`config.mk`:
```
export PLATFORM = sky130hd
export DESIGN_NAME = printer_packet_deframer
export DESIGN_NICKNAME = d
export VERILOG_FILES = /design/src/design/ppd_pkg.sv /design/src/design/ppd_core.sv /design/src/design/ppd_outbuf.sv /design/src/design/printer_packet_deframer.sv
export VERILOG_INCLUDE_DIRS = /design/src /design/src/design
export SDC_FILE = /design/constraint.sdc
export NUM_CORES = 1
export LEC_CHECK = 0
export BUFFER_PORTS_ARGS = -buffer_cell sky130_fd_sc_hd__buf_4
export CAP_MARGIN = 0
export CELL_PAD_IN_SITES_DETAIL_PLACEMENT = 0
export CELL_PAD_IN_SITES_GLOBAL_PLACEMENT = 1
export CORE_AREA = 10 10 194 196
export CTS_BUF_LIST = sky130_fd_sc_hd__clkbuf_2
export CTS_CLUSTER_SIZE = 20
export DETAILED_ROUTE_END_ITERATION = 8
export DIE_AREA = 0 0 204 206
export PLACE_DENSITY_LB_ADDON = 0.1
export RECOVER_POWER = 25
export SYNTH_ARGS = -nofsm -noshare
export SYNTH_HDL_FRONTEND = slang
export SYNTH_SLANG_ARGS = --single-unit
```
`constraint.sdc`:
```
create_clock -name clk -period 5.25 [get_ports clk]
set_clock_uncertainty 0.15 [all_clocks]
set_input_delay 0.7875 -clock clk [delete_from_list [all_inputs] [get_ports clk]]
set_output_delay 0.7875 -clock clk [all_outputs]
set_load 0.01 [all_outputs]
```
`src/design/assert_macros.svh`:
```
// assertion helper macros for the deframer
// no dependencies; included by files that carry concurrent checks
`ifndef ASSERT_MACROS_SVH
`define ASSERT_MACROS_SVH

// same-cycle implication, disabled while in reset
`define PPD_ASSERT_NOW(label, clk, rst_n, ante, cons, msg) \
  label: assert property (@(posedge clk) disable iff (!rst_n) (ante) |-> (cons)) \
    else $error(msg);

// next-cycle implication, disabled while in reset
`define PPD_ASSERT_NEXT(label, clk, rst_n, ante, cons, msg) \
  label: assert property (@(posedge clk) disable iff (!rst_n) (ante) |=> (cons)) \
    else $error(msg);

`endif

```
`src/design/ppd_pkg.sv`:
```
// shared types and constants for the printer packet deframer
// no dependencies
`default_nettype none

package ppd_pkg;

  localparam int unsigned POS_W = 17;

  typedef logic [POS_W-1:0] pos_t;

  localparam logic [7:0] SYNC_FIRST  = 8'h88;
  localparam logic [7:0] SYNC_SECOND = 8'h33;
  localparam logic [7:0] BUF_MIN     = 8'd4;
  localparam logic [7:0] BUF_RESET   = 8'd255;
  localparam logic [15:0] LEN_LO_MASK = 16'h00FF;
  localparam logic [15:0] LEN_HI_MASK = 16'hFF00;

  // byte positions within the header
  localparam pos_t POS_HUNT1  = pos_t'(0);
  localparam pos_t POS_HUNT2  = pos_t'(1);
  localparam pos_t POS_CMD    = pos_t'(2);
  localparam pos_t POS_COMP   = pos_t'(3);
  localparam pos_t POS_LEN_LO = pos_t'(4);
  localparam pos_t POS_LEN_HI = pos_t'(5);
  localparam pos_t POS_DATA   = pos_t'(6);

  typedef enum logic [1:0] {
    EV_NONE       = 2'd0,
    EV_GOT_PACKET = 2'd1,
    EV_CHUNK_FULL = 2'd2,
    EV_STREAM_END = 2'd3
  } event_t;

  typedef struct packed {
    event_t      event_res;
    logic        payload_valid;
    logic [7:0]  payload_byte;
    logic [7:0]  payload_slot;
    logic [7:0]  buffer_fill;
    logic [7:0]  command_code;
    logic [7:0]  compression_flag;
    logic [15:0] payload_length;
    logic [7:0]  device_id;
    logic [7:0]  status_byte;
  } result_t;

endpackage

`default_nettype wire

```
`src/design/ppd_core.sv`:
```
// deframer state and per-word result logic
// depends on ppd_pkg
`default_nettype none

module ppd_core
  import ppd_pkg::*;
(
  input  wire logic       clk,
  input  wire logic       rst_n,
  input  wire logic       step_en,
  input  wire logic [7:0] in_byte,
  input  wire logic [7:0] buffer_max,
  output result_t         result
);

  pos_t        pos_r, pos_nxt;
  logic [7:0]  command_r, command_nxt;
  logic [7:0]  compression_r, compression_nxt;
  logic [15:0] length_r, length_nxt;
  logic [7:0]  id_r, id_nxt;
  logic [7:0]  status_r, status_nxt;
  logic [7:0]  fill_r, fill_nxt;
  logic [7:0]  wrap_r, wrap_nxt;

  pos_t        data_end;
  logic [8:0]  usage;
  event_t      ev;
  logic        pv;
  logic [7:0]  pb;
  logic [7:0]  ps;

  always_comb begin
    pos_nxt         = pos_r;
    command_nxt     = command_r;
    compression_nxt = compression_r;
    length_nxt      = length_r;
    id_nxt          = id_r;
    status_nxt      = status_r;
    fill_nxt        = fill_r;
    wrap_nxt        = wrap_r;
    ev              = EV_NONE;
    pv              = 1'b0;
    pb              = 8'd0;
    ps              = 8'd0;
    data_end        = POS_DATA + pos_t'(length_r);
    usage           = {1'b0, wrap_r} + 9'd1;

    if (buffer_max >= BUF_MIN) begin
      if (pos_r <= POS_LEN_HI) begin
        // new packet: clear everything captured from the last one
        if (pos_r == POS_HUNT2) begin
          command_nxt     = 8'd0;
          compression_nxt = 8'd0;
          length_nxt      = 16'd0;
          id_nxt          = 8'd0;
          status_nxt      = 8'd0;
          fill_nxt        = 8'd0;
          wrap_nxt        = 8'd0;
        end
        case (pos_r)
          POS_HUNT1: begin
            pos_nxt = (in_byte == SYNC_FIRST) ? POS_HUNT2 : POS_HUNT1;
          end
          POS_HUNT2: begin
            pos_nxt = (in_byte == SYNC_SECOND) ? POS_CMD : POS_HUNT1;
          end
          POS_CMD: begin
            command_nxt = in_byte;
            pos_nxt     = POS_COMP;
          end
          POS_COMP: begin
            compression_nxt = in_byte;
            pos_nxt         = POS_LEN_LO;
          end
          POS_LEN_LO: begin
            length_nxt = {8'd0, in_byte} & LEN_LO_MASK;
            pos_nxt    = POS_LEN_HI;
          end
          POS_LEN_HI: begin
            length_nxt = length_r | ({in_byte, 8'd0} & LEN_HI_MASK);
            pos_nxt    = POS_DATA;
            if ({8'd0, buffer_max} <= length_nxt) begin
              ev = EV_GOT_PACKET;
            end
          end
          default: begin
            pos_nxt = pos_r;
          end
        endcase
      end else begin
        if (pos_r < data_end) begin
          pv       = 1'b1;
          pb       = in_byte;
          ps       = wrap_r;
          fill_nxt = usage[7:0];
          if ({7'd0, usage} == length_r) begin
            ev = EV_NONE;
          end else if (usage == {1'b0, buffer_max}) begin
            ev = EV_CHUNK_FULL;
          end
          wrap_nxt = (usage >= {1'b0, buffer_max}) ? 8'd0 : usage[7:0];
        end else if (pos_r == data_end) begin
          fill_nxt = wrap_r;
        end

        if (pos_r == data_end + pos_t'(2)) begin
          id_nxt  = in_byte;
          pos_nxt = pos_r + pos_t'(1);
        end else if (pos_r == data_end + pos_t'(3)) begin
          status_nxt = in_byte;
          pos_nxt    = POS_HUNT1;
          ev = ({8'd0, buffer_max} > length_r) ? EV_GOT_PACKET : EV_STREAM_END;
        end else begin
          pos_nxt = pos_r + pos_t'(1);
        end
      end
    end
  end

  always_ff @(posedge clk) begin
    if (!rst_n) begin
      pos_r         <= POS_HUNT1;
      command_r     <= 8'd0;
      compression_r <= 8'd0;
      length_r      <= 16'd0;
      id_r          <= 8'd0;
      status_r      <= 8'd0;
      fill_r        <= 8'd0;
      wrap_r        <= 8'd0;
    end else if (step_en) begin
      pos_r         <= pos_nxt;
      command_r     <= command_nxt;
      compression_r <= compression_nxt;
      length_r      <= length_nxt;
      id_r          <= id_nxt;
      status_r      <= status_nxt;
      fill_r        <= fill_nxt;
      wrap_r        <= wrap_nxt;
    end
  end

  always_comb begin
    result.event_res        = ev;
    result.payload_valid    = pv;
    result.payload_byte     = pb;
    result.payload_slot     = ps;
    result.buffer_fill      = fill_nxt;
    result.command_code     = command_nxt;
    result.compression_flag = compression_nxt;
    result.payload_length   = length_nxt;
    result.device_id        = id_nxt;
    result.status_byte      = status_nxt;
  end

endmodule

`default_nettype wire

```
`src/design/ppd_outbuf.sv`:
```
// result register with one skid entry behind it
// depends on ppd_pkg
`default_nettype none

module ppd_outbuf
  import ppd_pkg::*;
(
  input  wire logic    clk,
  input  wire logic    rst_n,
  input  wire logic    load,
  input  wire result_t load_data,
  output logic         full,
  output logic         out_valid,
  input  wire logic    out_stall,
  output result_t      out_data
);

  logic    main_valid_r;
  logic    skid_valid_r;
  result_t main_r;
  result_t skid_r;
  logic    take;

  assign take      = main_valid_r & ~out_stall;
  assign full      = skid_valid_r;
  assign out_valid = main_valid_r;
  assign out_data  = main_r;

  always_ff @(posedge clk) begin
    if (!rst_n) begin
      main_valid_r <= 1'b0;
      skid_valid_r <= 1'b0;
    end else if (skid_valid_r) begin
      if (take) begin
        skid_valid_r <= 1'b0;
      end
    end else if (load) begin
      if (!main_valid_r || take) begin
        main_valid_r <= 1'b1;
      end else begin
        skid_valid_r <= 1'b1;
      end
    end else if (take) begin
      main_valid_r <= 1'b0;
    end
  end

  always_ff @(posedge clk) begin
    if (skid_valid_r) begin
      if (take) begin
        main_r <= skid_r;
      end
    end else if (load) begin
      if (!main_valid_r || take) begin
        main_r <= load_data;
      end else begin
        skid_r <= load_data;
      end
    end
  end

endmodule

`default_nettype wire

```
`src/design/printer_packet_deframer.sv`:
```
// Packet deframer for a serial byte link: hunts for the 0x88 0x33 sync pair,
// captures command, compression flag and a little-endian 16-bit length,
// then tags each payload word with a chunk slot that wraps at buffer_max,
// skips the two checksum words and latches the device id and status words.
// One input word is taken per clock while in_stall is low and gives exactly
// one result word, registered in the result register or, if that is held, in
// the skid entry, which keeps the input side open when the output stalls; so
// throughput is one word per clock while out_stall stays low. The buffer size
// register may be written at any time the block holds no undelivered result.
`default_nettype none

module printer_packet_deframer
  import ppd_pkg::*;
(
  input  wire logic        clk,
  input  wire logic        rst_n,
  input  wire logic        in_valid,
  output logic             in_stall,
  input  wire logic [7:0]  in_byte,
  output logic             out_valid,
  input  wire logic        out_stall,
  output logic [1:0]       out_event_res,
  output logic             out_payload_valid,
  output logic [7:0]       out_payload_byte,
  output logic [7:0]       out_payload_slot,
  output logic [7:0]       out_buffer_fill,
  output logic [7:0]       out_command_code,
  output logic [7:0]       out_compression_flag,
  output logic [15:0]      out_payload_length,
  output logic [7:0]       out_device_id,
  output logic [7:0]       out_status_byte,
  input  wire logic        cfg_valid,
  output logic             cfg_ready,
  input  wire logic [7:0]  cfg_buffer_max
);

  `include "assert_macros.svh"

  logic [7:0] buffer_max_r;
  logic       in_accept;
  logic       buf_full;
  result_t    step_res;
  result_t    out_res;

  assign cfg_ready = 1'b1;
  assign in_stall  = buf_full;
  assign in_accept = in_valid & ~buf_full;

  always_ff @(posedge clk) begin
    if (!rst_n) begin
      buffer_max_r <= BUF_RESET;
    end else if (cfg_valid && cfg_ready) begin
      buffer_max_r <= cfg_buffer_max;
    end
  end

  ppd_core u_core (
    .clk        (clk),
    .rst_n      (rst_n),
    .step_en    (in_accept),
    .in_byte    (in_byte),
    .buffer_max (buffer_max_r),
    .result     (step_res)
  );

  ppd_outbuf u_outbuf (
    .clk       (clk),
    .rst_n     (rst_n),
    .load      (in_accept),
    .load_data (step_res),
    .full      (buf_full),
    .out_valid (out_valid),
    .out_stall (out_stall),
    .out_data  (out_res)
  );

  assign out_event_res        = out_res.event_res;
  assign out_payload_valid    = out_res.payload_valid;
  assign out_payload_byte     = out_res.payload_byte;
  assign out_payload_slot     = out_res.payload_slot;
  assign out_buffer_fill      = out_res.buffer_fill;
  assign out_command_code     = out_res.command_code;
  assign out_compression_flag = out_res.compression_flag;
  assign out_payload_length   = out_res.payload_length;
  assign out_device_id        = out_res.device_id;
  assign out_status_byte      = out_res.status_byte;

  // skid entry only fills behind a held result
  `PPD_ASSERT_NOW(a_skid_behind_main, clk, rst_n, in_stall, out_valid,
                  "skid entry full with no result on the output")
  // payload words only carry the chunk-full event or none
  `PPD_ASSERT_NOW(a_payload_event, clk, rst_n, out_valid && out_payload_valid,
                  (out_event_res == EV_NONE || out_event_res == EV_CHUNK_FULL),
                  "payload word carries a packet event")
  // non-payload words carry zero byte and slot
  `PPD_ASSERT_NOW(a_idle_payload_zero, clk, rst_n, out_valid && !out_payload_valid,
                  (out_payload_byte == 8'd0 && out_payload_slot == 8'd0),
                  "payload fields set on a non-payload word")
  // a held result with full skid frees the input once taken
  `PPD_ASSERT_NEXT(a_skid_drains, clk, rst_n, in_stall && !out_stall, !in_stall,
                   "skid entry not drained after result was taken")

endmodule

`default_nettype wire
```
==> flow_summary.html, run 1 <==
<table>
<tr><th>Metric</th><th>Value</th></tr>
<tr><th colspan="2">Worst setup path</th></tr>
<tr><td>CP cell instances</td><td>inv_1, ha_1, nand3b_1, buf_4, nor4_1, xnor2_1, ha_1, a21o_1, a21o_1, a21oi_1, nand2_1, buf_4, nor3_2, mux2i_1, o31ai_1</td></tr>
<tr><td>Worst-path maximum fanout</td><td>12</td></tr>
<tr><td>Slowest CP cell</td><td>sky130_fd_sc_hd__dfxtp_1</td></tr>
<tr><td>Worst reg-to-reg path cell count</td><td>15</td></tr>
<tr><td>CP Data Arrival Time</td><td>5250 ps</td></tr>
<tr><td>Worst r2r src</td><td>u_core.length_r[2]</td></tr>
<tr><td>Register-to-register setup slack</td><td>430 ps</td></tr>
<tr><td>Worst Path Required</td><td>5680 ps</td></tr>
<tr><td>Worst reg2reg path endpoint</td><td>u_outbuf.out_data[74]</td></tr>
<tr><td>CP startpoint kind</td><td>flop</td></tr>
<tr><td>Worst setup path class</td><td>reg2reg</td></tr>
<tr><td>CP max stage delay</td><td>610 ps</td></tr>
<tr><td>Critical path endpoint category</td><td>flop</td></tr>
<tr><th colspan="2">Logic synthesis</th></tr>
<tr><td>Post-Synthesis Cell Area</td><td>between 10000 and 15000 um^2</td></tr>
<tr><td>Number of enable flip-flop cells after synthesis</td><td>150</td></tr>
<tr><td>Post-synthesis area per instance</td><td>10.1 um^2</td></tr>
<tr><td>Sequential cell area fraction in the yosys report</td><td>47.4%</td></tr>
<tr><td>Synth area leaders</td><td>sky130_fd_sc_hd__edfxtp_1, sky130_fd_sc_hd__dfxtp_1, sky130_fd_sc_hd__mux2_2</td></tr>
<tr><td>Cell type with the highest aggregate area in the netlist</td><td>sky130_fd_sc_hd__edfxtp_1</td></tr>
<tr><td>Cell types with the highest counts after synthesis</td><td>sky130_fd_sc_hd__edfxtp_1, sky130_fd_sc_hd__nand2_1, sky130_fd_sc_hd__dfxtp_1</td></tr>
<tr><td>Most common cell in the netlist</td><td>sky130_fd_sc_hd__edfxtp_1</td></tr>
<tr><td>Number of nets in the synthesized netlist</td><td>approximately 1.4k</td></tr>
<tr><td>Gate count after technology mapping</td><td>1326</td></tr>
<tr><td>Count of unique library cells instantiated by Yosys</td><td>73</td></tr>
<tr><td>Most instantiated flip-flop cell in the synthesis netlist</td><td>sky130_fd_sc_hd__edfxtp_1</td></tr>
<tr><td>Yosys warning total</td><td>0</td></tr>
<tr><td>Register bit total from synthesis</td><td>241</td></tr>
<tr><td>Async S/R FF share, synth</td><td>0%</td></tr>
<tr><td>Top-area cell type share of the netlist area</td><td>around 34%</td></tr>
<tr><th colspan="2">Floorplanning</th></tr>
<tr><td>Die width</td><td>204 um</td></tr>
<tr><td>FP Rows</td><td>68</td></tr>
<tr><td>Area of the die</td><td>42000 um^2</td></tr>
<tr><td>Die extent in y</td><td>206 um</td></tr>
<tr><td># IOs</td><td>a little under 100</td></tr>
<tr><td>Initial Utilization</td><td>39.4%</td></tr>
<tr><td>Core area</td><td>33900 um^2</td></tr>
<tr><th colspan="2">Clocking</th></tr>
<tr><td>Clock Tree Root</td><td>sky130_fd_sc_hd__clkbuf_2</td></tr>
<tr><td>CTS max path bufs</td><td>3</td></tr>
<tr><td>CTS tree</td><td>done</td></tr>
<tr><td>Sinks on the clock net</td><td>between 200 and 250</td></tr>
<tr><td>Reg clk slew, reported paths</td><td>130 ps</td></tr>
<tr><td>H-tree depth reported by CTS</td><td>3</td></tr>
<tr><td>Num CTS Buffers</td><td>between 60 and 70</td></tr>
<tr><td>Clock network latency to the later pin of the worst-skew pair</td><td>880 ps</td></tr>
<tr><th colspan="2">Detailed routing</th></tr>
<tr><td>Detailed-router iteration count before antenna repair</td><td>5</td></tr>
<tr><td>Drc violations</td><td>0</td></tr>
<tr><td>Routed vias/inst</td><td>5.64</td></tr>
<tr><td>Total length of routed wires</td><td>41.7 mm</td></tr>
<tr><td>Total vias in the final route</td><td>11.0k</td></tr>
<tr><td>Routed wire per std cell</td><td>21.4 um</td></tr>
<tr><td>Drt initial violations</td><td>758</td></tr>
<tr><td>Count of antenna-violating nets left after detailed routing</td><td>0</td></tr>
<tr><th colspan="2">Timing</th></tr>
<tr><td>Worst Max-Slew Pin Slew</td><td>~2500 ps</td></tr>
<tr><td>Minimum period implied by the final worst setup slack</td><td>4820 ps</td></tr>
<tr><td>Min Hold Slack</td><td>97.6 ps</td></tr>
<tr><td>Unrepaired setup endpoints after global routing</td><td>no</td></tr>
<tr><td>Number of pins with negative max-slew slack in the final report</td><td>about 160</td></tr>
<tr><td>Number of setup violations in the final report</td><td>0</td></tr>
<tr><td>Portion of the clock cycle consumed by the worst path in the final layout</td><td>91.7%</td></tr>
<tr><td>Fmax</td><td>0.208 GHz</td></tr>
<tr><td>Rel. slew slack</td><td>-68.5%</td></tr>
<tr><td>Endpoints failing hold</td><td>0</td></tr>
<tr><td>Total Neg Setup Slack</td><td>0 ps</td></tr>
<tr><th colspan="2">Global route</th></tr>
<tr><td>Number of antenna violations at the first check in global routing</td><td>2</td></tr>
<tr><td>Pin count of the biggest net entering global routing</td><td>76</td></tr>
<tr><td>All-Layer GR Usage</td><td>19.3%</td></tr>
<tr><td>Vias in the first global route</td><td>~11k</td></tr>
<tr><td>Aggregate global routing overflow</td><td>0</td></tr>
<tr><td>Global-route wire length before repair</td><td>63.7 mm</td></tr>
<tr><th colspan="2">Run status</th></tr>
<tr><td>Status</td><td>complete, but fails checks</td></tr>
<tr><td>Violated checks</td><td>max-capacitance violations, max-slew violations</td></tr>
<tr><th colspan="2">Finish</th></tr>
<tr><td>Final core utilization</td><td>44.4%</td></tr>
<tr><td>Design Area, Final</td><td>15100 um^2</td></tr>
<tr><td>Area delta synth-&gt;final</td><td>12.9%</td></tr>
<tr><td>Nets@finish</td><td>1504</td></tr>
<tr><td>Share of cells above drive strength 1</td><td>17.5%</td></tr>
<tr><th colspan="2">Worst hold path</th></tr>
<tr><td>Worst Hold End</td><td>u_outbuf.full</td></tr>
<tr><td>Launch point of the worst hold path</td><td>in_valid</td></tr>
<tr><td>Worst Hold Path Cells</td><td>3</td></tr>
<tr><td>Worst Hold Class</td><td>in2reg</td></tr>
<tr><th colspan="2">Place</th></tr>
<tr><td>Placement-stage cell area</td><td>14600 um^2</td></tr>
<tr><td>RePlAce Congestion</td><td>~0.9</td></tr>
<tr><td>Number of port buffers</td><td>97</td></tr>
<tr><td>Final HPWL DP</td><td>28.7 mm</td></tr>
<tr><th colspan="2">Pwr</th></tr>
<tr><td>Leakage power summed over all cells</td><td>about 5.5 nW</td></tr>
<tr><td>Ratio of total power to cell area</td><td>276 nW/um^2</td></tr>
<tr><td>Maximum VDD drop</td><td>between 0.1 and 0.15 mV</td></tr>
<tr><th colspan="2">Job</th></tr>
<tr><td>Max-cap violation count</td><td>4</td></tr>
</table>
## per-stage QoR
stage | worst slack, ps | power [mW] | cells
after floorplan | 1000 | 2.54 | 1326
after global placement | 477 | 2.79 | 1818
after detailed placement | 226 | 2.79 | 1818
after CTS | 174 | 4.26 | 1947
after global routing | 132 | 4.37 | 1950
final | 434 | 4.17 | 1950
## registers in the layout, summed over array words and instances, names as in the netlist
signal                cells
buffer_max_r              8
u_core.command_r          8
u_core.compression_r      8
u_core.fill_r             8
u_core.id_r               8
u_core.length_r          16
u_core.pos_r             17
u_core.status_r           8
u_core.wrap_r             8
u_outbuf.full             1
u_outbuf.out_data        75
u_outbuf.out_valid        1
u_outbuf.skid_r          75
## how the worst max path moves through the flow
stage                        from                     to  slack (ps)  cells past startpoint
6_report       u_core.length_r[2]  u_outbuf.out_data[74]         430                     15
5_1_grt        u_core.length_r[2]  u_outbuf.out_data[74]         130                     15
4_1_cts        u_core.length_r[2]  u_outbuf.out_data[74]         170                     14
2_1_floorplan  u_core.length_r[1]         u_core.id_r[2]        1000                     13
3_5_place_dp   u_core.length_r[2]  u_outbuf.out_data[74]         230                     14
3_3_place_gp   u_core.length_r[2]  u_outbuf.out_data[74]         480                     15
## cells in the final DEF (no fill, tap or decap), drive strengths merged, types with 41 or more instances in the layout
master,instances
clkbuf,169
dfxtp,91
buf,70
mux2,52
nor2,79
edfxtp,150
nand2,110
nand3,47
inv,60
ha,41
o21ai,46
## per-layer routing
| metal | GRT usage, % | routed length (um) | vias up |
|---|---|---|---|
| li1 | - | - | 5267 |
| met1 | 27.1 | 20200 | 5368 |
| met2 | 29.2 | 18400 | 314 |
| met3 | 3.89 | 2290 | 55 |
| met4 | 5.92 | 747 | 2 |
| met5 | 0 | 20 | - |
## kinds of logic after synthesis
group                    synth area share, %
flip-flops                              47.4
multiplexers                            4.83
other                                 0.0281
AO/OA/AOI/OAI                           18.3
XOR/XNOR                                3.92
AND/OR/NAND/NOR                         17.2
adder cells (fa/ha/maj)                 3.84
buffers and inverters                   4.54
## repair_timing
| item | 4_1_cts | 5_1_grt |
|---|---|---|
| hold buffers | 8 | 0 |
| endpoints found under the setup margin | 0 | 1 |
| endpoints found under the hold margin | 8 | 0 |
| setup buffers | 0 | 2 |
| resized for setup | 0 | 1 |
## worst max-delay path, delay by kind of cell, from the launching register on
family                   cells  cell delay (ps)
AND/OR/NAND/NOR              4             1200
flip-flops                   1              610
XOR/XNOR                     1              200
adder cells (fa/ha/maj)      2              570
AO/OA/AOI/OAI                4              950
multiplexers                 1              180
buffers and inverters        3              690
## layout make-up
| cell class | count | area, um^2 |
|---|---|---|
| clock buffer | 104 | 520 |
| clock inverter | 17 | 123 |
| tap | 455 | 569 |
| multi-input combinational | 928 | 6450 |
| antenna | 1 | 2.50 |
| sequential | 241 | 6330 |
| timing repair buffer | 143 | 862 |
| fill | 3369 | 18900 |
| inverter | 61 | 230 |
## where the power goes
group	switching, mW	internal [mW]
Combinational	0.360	0.193
Sequential	0.0432	2.12
Clock	0.834	0.621
(Power assumes the default switching activity.)
==> inputs of run 2 (changes only) <==
==> constraint.sdc (replaced) <==
create_clock -name clk -period 5.25 [get_ports clk]
set_clock_uncertainty 0.15 [all_clocks]
set_input_delay 0.525 -clock clk [delete_from_list [all_inputs] [get_ports clk]]
set_output_delay 0.525 -clock clk [all_outputs]
set_load 0.01 [all_outputs]
==> run 2 against run 1 <==
The run still ends with max-capacitance violations, max-slew violations left; sequential share of layout area down 0.61 points; non-clock buffer count increased by 24; cell count increased by 1.4%; critical path depth unchanged; core utilization grew 0.66 points; power up 0.13%; first-iteration DRC count increased by 8.8%; via count is 0.75% higher; sequential power about the same; global-route usage hardly changed; flip-flop and latch count stayed put; die area did not move; critical endpoint is now u_outbuf.out_data[53]; largest cell class unchanged; largest power group unchanged.
==> flow_summary.html, run 2 (same netlist as run 1, synthesis figures left out) <==
<table>
<tr><th>Metric</th><th>Value</th></tr>
<tr><th colspan="2">Timing</th></tr>
<tr><td>Total Neg Setup Slack</td><td>0 ps</td></tr>
<tr><td>Min Hold Slack</td><td>298 ps</td></tr>
<tr><td>Rel. slew slack</td><td>-30.1%</td></tr>
<tr><td>Number of pins with negative max-slew slack in the final report</td><td>approximately 40</td></tr>
<tr><td>Minimum period implied by the final worst setup slack</td><td>4650 ps</td></tr>
<tr><td>Number of setup violations in the final report</td><td>0</td></tr>
<tr><td>Endpoints failing hold</td><td>0</td></tr>
<tr><td>Fmax</td><td>0.215 GHz</td></tr>
<tr><td>Unrepaired setup endpoints after global routing</td><td>no</td></tr>
<tr><td>Portion of the clock cycle consumed by the worst path in the final layout</td><td>88.7%</td></tr>
<tr><td>Worst Max-Slew Pin Slew</td><td>1950 ps</td></tr>
<tr><th colspan="2">Worst setup path</th></tr>
<tr><td>CP max stage delay</td><td>approximately 500 ps</td></tr>
<tr><td>CP cell instances</td><td>inv_1, ha_1, nand3b_1, nor3_1, xnor2_1, ha_1, a21o_1, a21oi_1, nand2_1, o21ai_1, nand2_1, buf_4, a31oi_1, o2bb2ai_1, mux2_2</td></tr>
<tr><td>Worst Path Required</td><td>5720 ps</td></tr>
<tr><td>CP Data Arrival Time</td><td>5130 ps</td></tr>
<tr><td>CP startpoint kind</td><td>flop</td></tr>
<tr><td>Worst-path maximum fanout</td><td>12</td></tr>
<tr><td>Critical path endpoint category</td><td>flop</td></tr>
<tr><td>Cell family with the largest share of critical-path delay</td><td>simple AND/OR/NAND/NOR gates</td></tr>
<tr><td>Slowest CP cell</td><td>sky130_fd_sc_hd__nand3b_1</td></tr>
<tr><td>Worst setup path class</td><td>reg2reg</td></tr>
<tr><td>Critical path buffers and inverters</td><td>2</td></tr>
<tr><th colspan="2">Place</th></tr>
<tr><td>Final HPWL DP</td><td>28.2 mm</td></tr>
<tr><td>Number of port buffers</td><td>97</td></tr>
<tr><td>RePlAce Congestion</td><td>a little under 0.9</td></tr>
<tr><th colspan="2">Finish</th></tr>
<tr><td>Share of cells above drive strength 1</td><td>between 10% and 20%</td></tr>
<tr><td>Nets@finish</td><td>about 1.5k</td></tr>
<tr><td>Most frequent standard cell in the layout excluding fill and tap cells</td><td>sky130_fd_sc_hd__edfxtp_1</td></tr>
<tr><td>Top library cells by usage in the layout, fill and taps aside</td><td>sky130_fd_sc_hd__edfxtp_1, sky130_fd_sc_hd__nand2_1, sky130_fd_sc_hd__clkbuf_2, sky130_fd_sc_hd__dfxtp_1, sky130_fd_sc_hd__clkbuf_1</td></tr>
<tr><td>Area delta synth-&gt;final</td><td>14.6%</td></tr>
<tr><th colspan="2">Detailed routing</th></tr>
<tr><td>Met2 wire length</td><td>18.1 mm</td></tr>
<tr><td>Routed wire per std cell</td><td>20.9 um</td></tr>
<tr><td>Total length of routed wires</td><td>41.4 mm</td></tr>
<tr><td>Drt initial violations</td><td>825</td></tr>
<tr><td>Uppermost metal layer occupied by signal nets</td><td>met4</td></tr>
<tr><td>Routed vias/inst</td><td>5.61</td></tr>
<tr><td>M1 wire length</td><td>approximately 20 mm</td></tr>
<tr><td>Detailed-router iteration count before antenna repair</td><td>5</td></tr>
<tr><td>Total vias in the final route</td><td>roughly 11k</td></tr>
<tr><td>Drc violations</td><td>0</td></tr>
<tr><td>Met3 Wirelength</td><td>about 2.7 mm</td></tr>
<tr><td>Count of antenna-violating nets left after detailed routing</td><td>0</td></tr>
<tr><th colspan="2">Clocking</th></tr>
<tr><td>Resized cells post-CTS</td><td>0</td></tr>
<tr><td>Sinks on the clock net</td><td>~240</td></tr>
<tr><td>Clock Tree Root</td><td>sky130_fd_sc_hd__clkbuf_2</td></tr>
<tr><td>H-tree depth reported by CTS</td><td>3</td></tr>
<tr><td>Reg clk slew, reported paths</td><td>90 ps</td></tr>
<tr><td>Num CTS Buffers</td><td>68</td></tr>
<tr><td>Clock network latency to the later pin of the worst-skew pair</td><td>slightly below 900 ps</td></tr>
<tr><td>CTS max path bufs</td><td>3</td></tr>
<tr><td>CTS tree</td><td>done</td></tr>
<tr><th colspan="2">Worst hold path</th></tr>
<tr><td>Worst Hold Class</td><td>reg2reg</td></tr>
<tr><th colspan="2">Global route</th></tr>
<tr><td>All-Layer GR Usage</td><td>19.3%</td></tr>
<tr><td>Global-route wire length before repair</td><td>63.8 mm</td></tr>
<tr><td>Vias in the first global route</td><td>between 10k and 15k</td></tr>
<tr><td>Aggregate global routing overflow</td><td>0</td></tr>
<tr><td>Pin count of the biggest net entering global routing</td><td>70</td></tr>
<tr><td>Number of antenna violations at the first check in global routing</td><td>2</td></tr>
<tr><th colspan="2">Run status</th></tr>
<tr><td>Status</td><td>complete, but fails checks</td></tr>
<tr><td>Violated checks</td><td>max-capacitance violations, max-slew violations</td></tr>
<tr><th colspan="2">Floorplanning</th></tr>
<tr><td>Die width</td><td>204 um</td></tr>
<tr><td># IOs</td><td>99</td></tr>
<tr><td>Die extent in y</td><td>206 um</td></tr>
<tr><td>Area of the die</td><td>between 40000 and 50000 um^2</td></tr>
<tr><td>Core area</td><td>33900 um^2</td></tr>
<tr><td>Initial Utilization</td><td>39.4%</td></tr>
<tr><td>FP Rows</td><td>68</td></tr>
<tr><th colspan="2">Pwr</th></tr>
<tr><td>Maximum VDD drop</td><td>0.135 mV</td></tr>
<tr><td>Leakage power summed over all cells</td><td>5.56 nW</td></tr>
<tr><td>Ratio of total power to cell area</td><td>272 nW/um^2</td></tr>
<tr><th colspan="2">Job</th></tr>
<tr><td>Max-cap violation count</td><td>1</td></tr>
</table>
-- run 2: cell types whose count changed in the layout (fill, tap and decap cells not counted), sizes merged --
| cell | change |
|---|---|
| diode | +1 |
| buf | -25 |
| clkinv | +6 |
| clkbuf | +16 |
| inv | +2 |
| dlygate4sd3 | +28 |
-- run 2: tightest hold or removal path, cell delays in order, from the launching register on --
cell and delay (ps):
sky130_fd_sc_hd__dfxtp_1 320, sky130_fd_sc_hd__inv_1 50, sky130_fd_sc_hd__o2bb2ai_1 50
-- run 2: area by class of cell --
class	count	area, um^2
fillers	3370	18600
well taps	455	569
repair buffers	167	1080
multi-input cells	928	6440
clock buffers	99	495
flip-flops and latches	241	6330
clock inverters	25	166
inverters	61	230
diodes	2	5.00
-- run 2: timing repair --
| action | 4_1_cts | 5_1_grt |
|---|---|---|
| hold buffers | 36 | 0 |
| hold endpoints to repair | 98 | 0 |
| setup buffers | 0 | 0 |
-- run 2: metal layers --
layer	vias up	GRT usage (%)
li1	5325	-
met1	5375	27.6
met2	334	28.9
met3	55	4.22
met4	0	5.16
met5	-	0
-- run 2: per-stage QoR --
stage | setup WS, ps | utilization [%] | total power, mW | cells | cell area (um^2)
after global placement | 767 | 43.0 | 2.78 | 1816 | 14600
after global routing | 162 | 45.1 | 4.40 | 1978 | 15300
after floorplan | 1000 | - | 2.54 | 1326 | 13400
after detailed placement | 581 | 43.0 | 2.79 | 1816 | 14600
after CTS | 643 | 46.0 | 4.28 | 1976 | 15600
final | 595 | 45.1 | 4.17 | 1978 | 15300
-- run 2: where the power goes --
| part | leakage (nW) | internal, mW | switching (mW) |
|---|---|---|---|
| logic | 2.88 | 0.199 | 0.360 |
| registers | 2.19 | 2.12 | 0.0429 |
| clock network | 0.488 | 0.614 | 0.840 |
| total | 5.56 | 2.93 | 1.24 |
-- run 2: final timing paths --
kind	from	end	slack, ps	cells past startpoint
hold / removal	u_core.status_r[2]	u_core.status_r[2]	300	2
setup reg to reg	u_core.length_r[1]	u_outbuf.out_data[53]	600	15
setup / recovery	u_core.length_r[1]	u_outbuf.out_data[53]	600	15
hold reg to reg	u_core.status_r[2]	u_core.status_r[2]	300	2
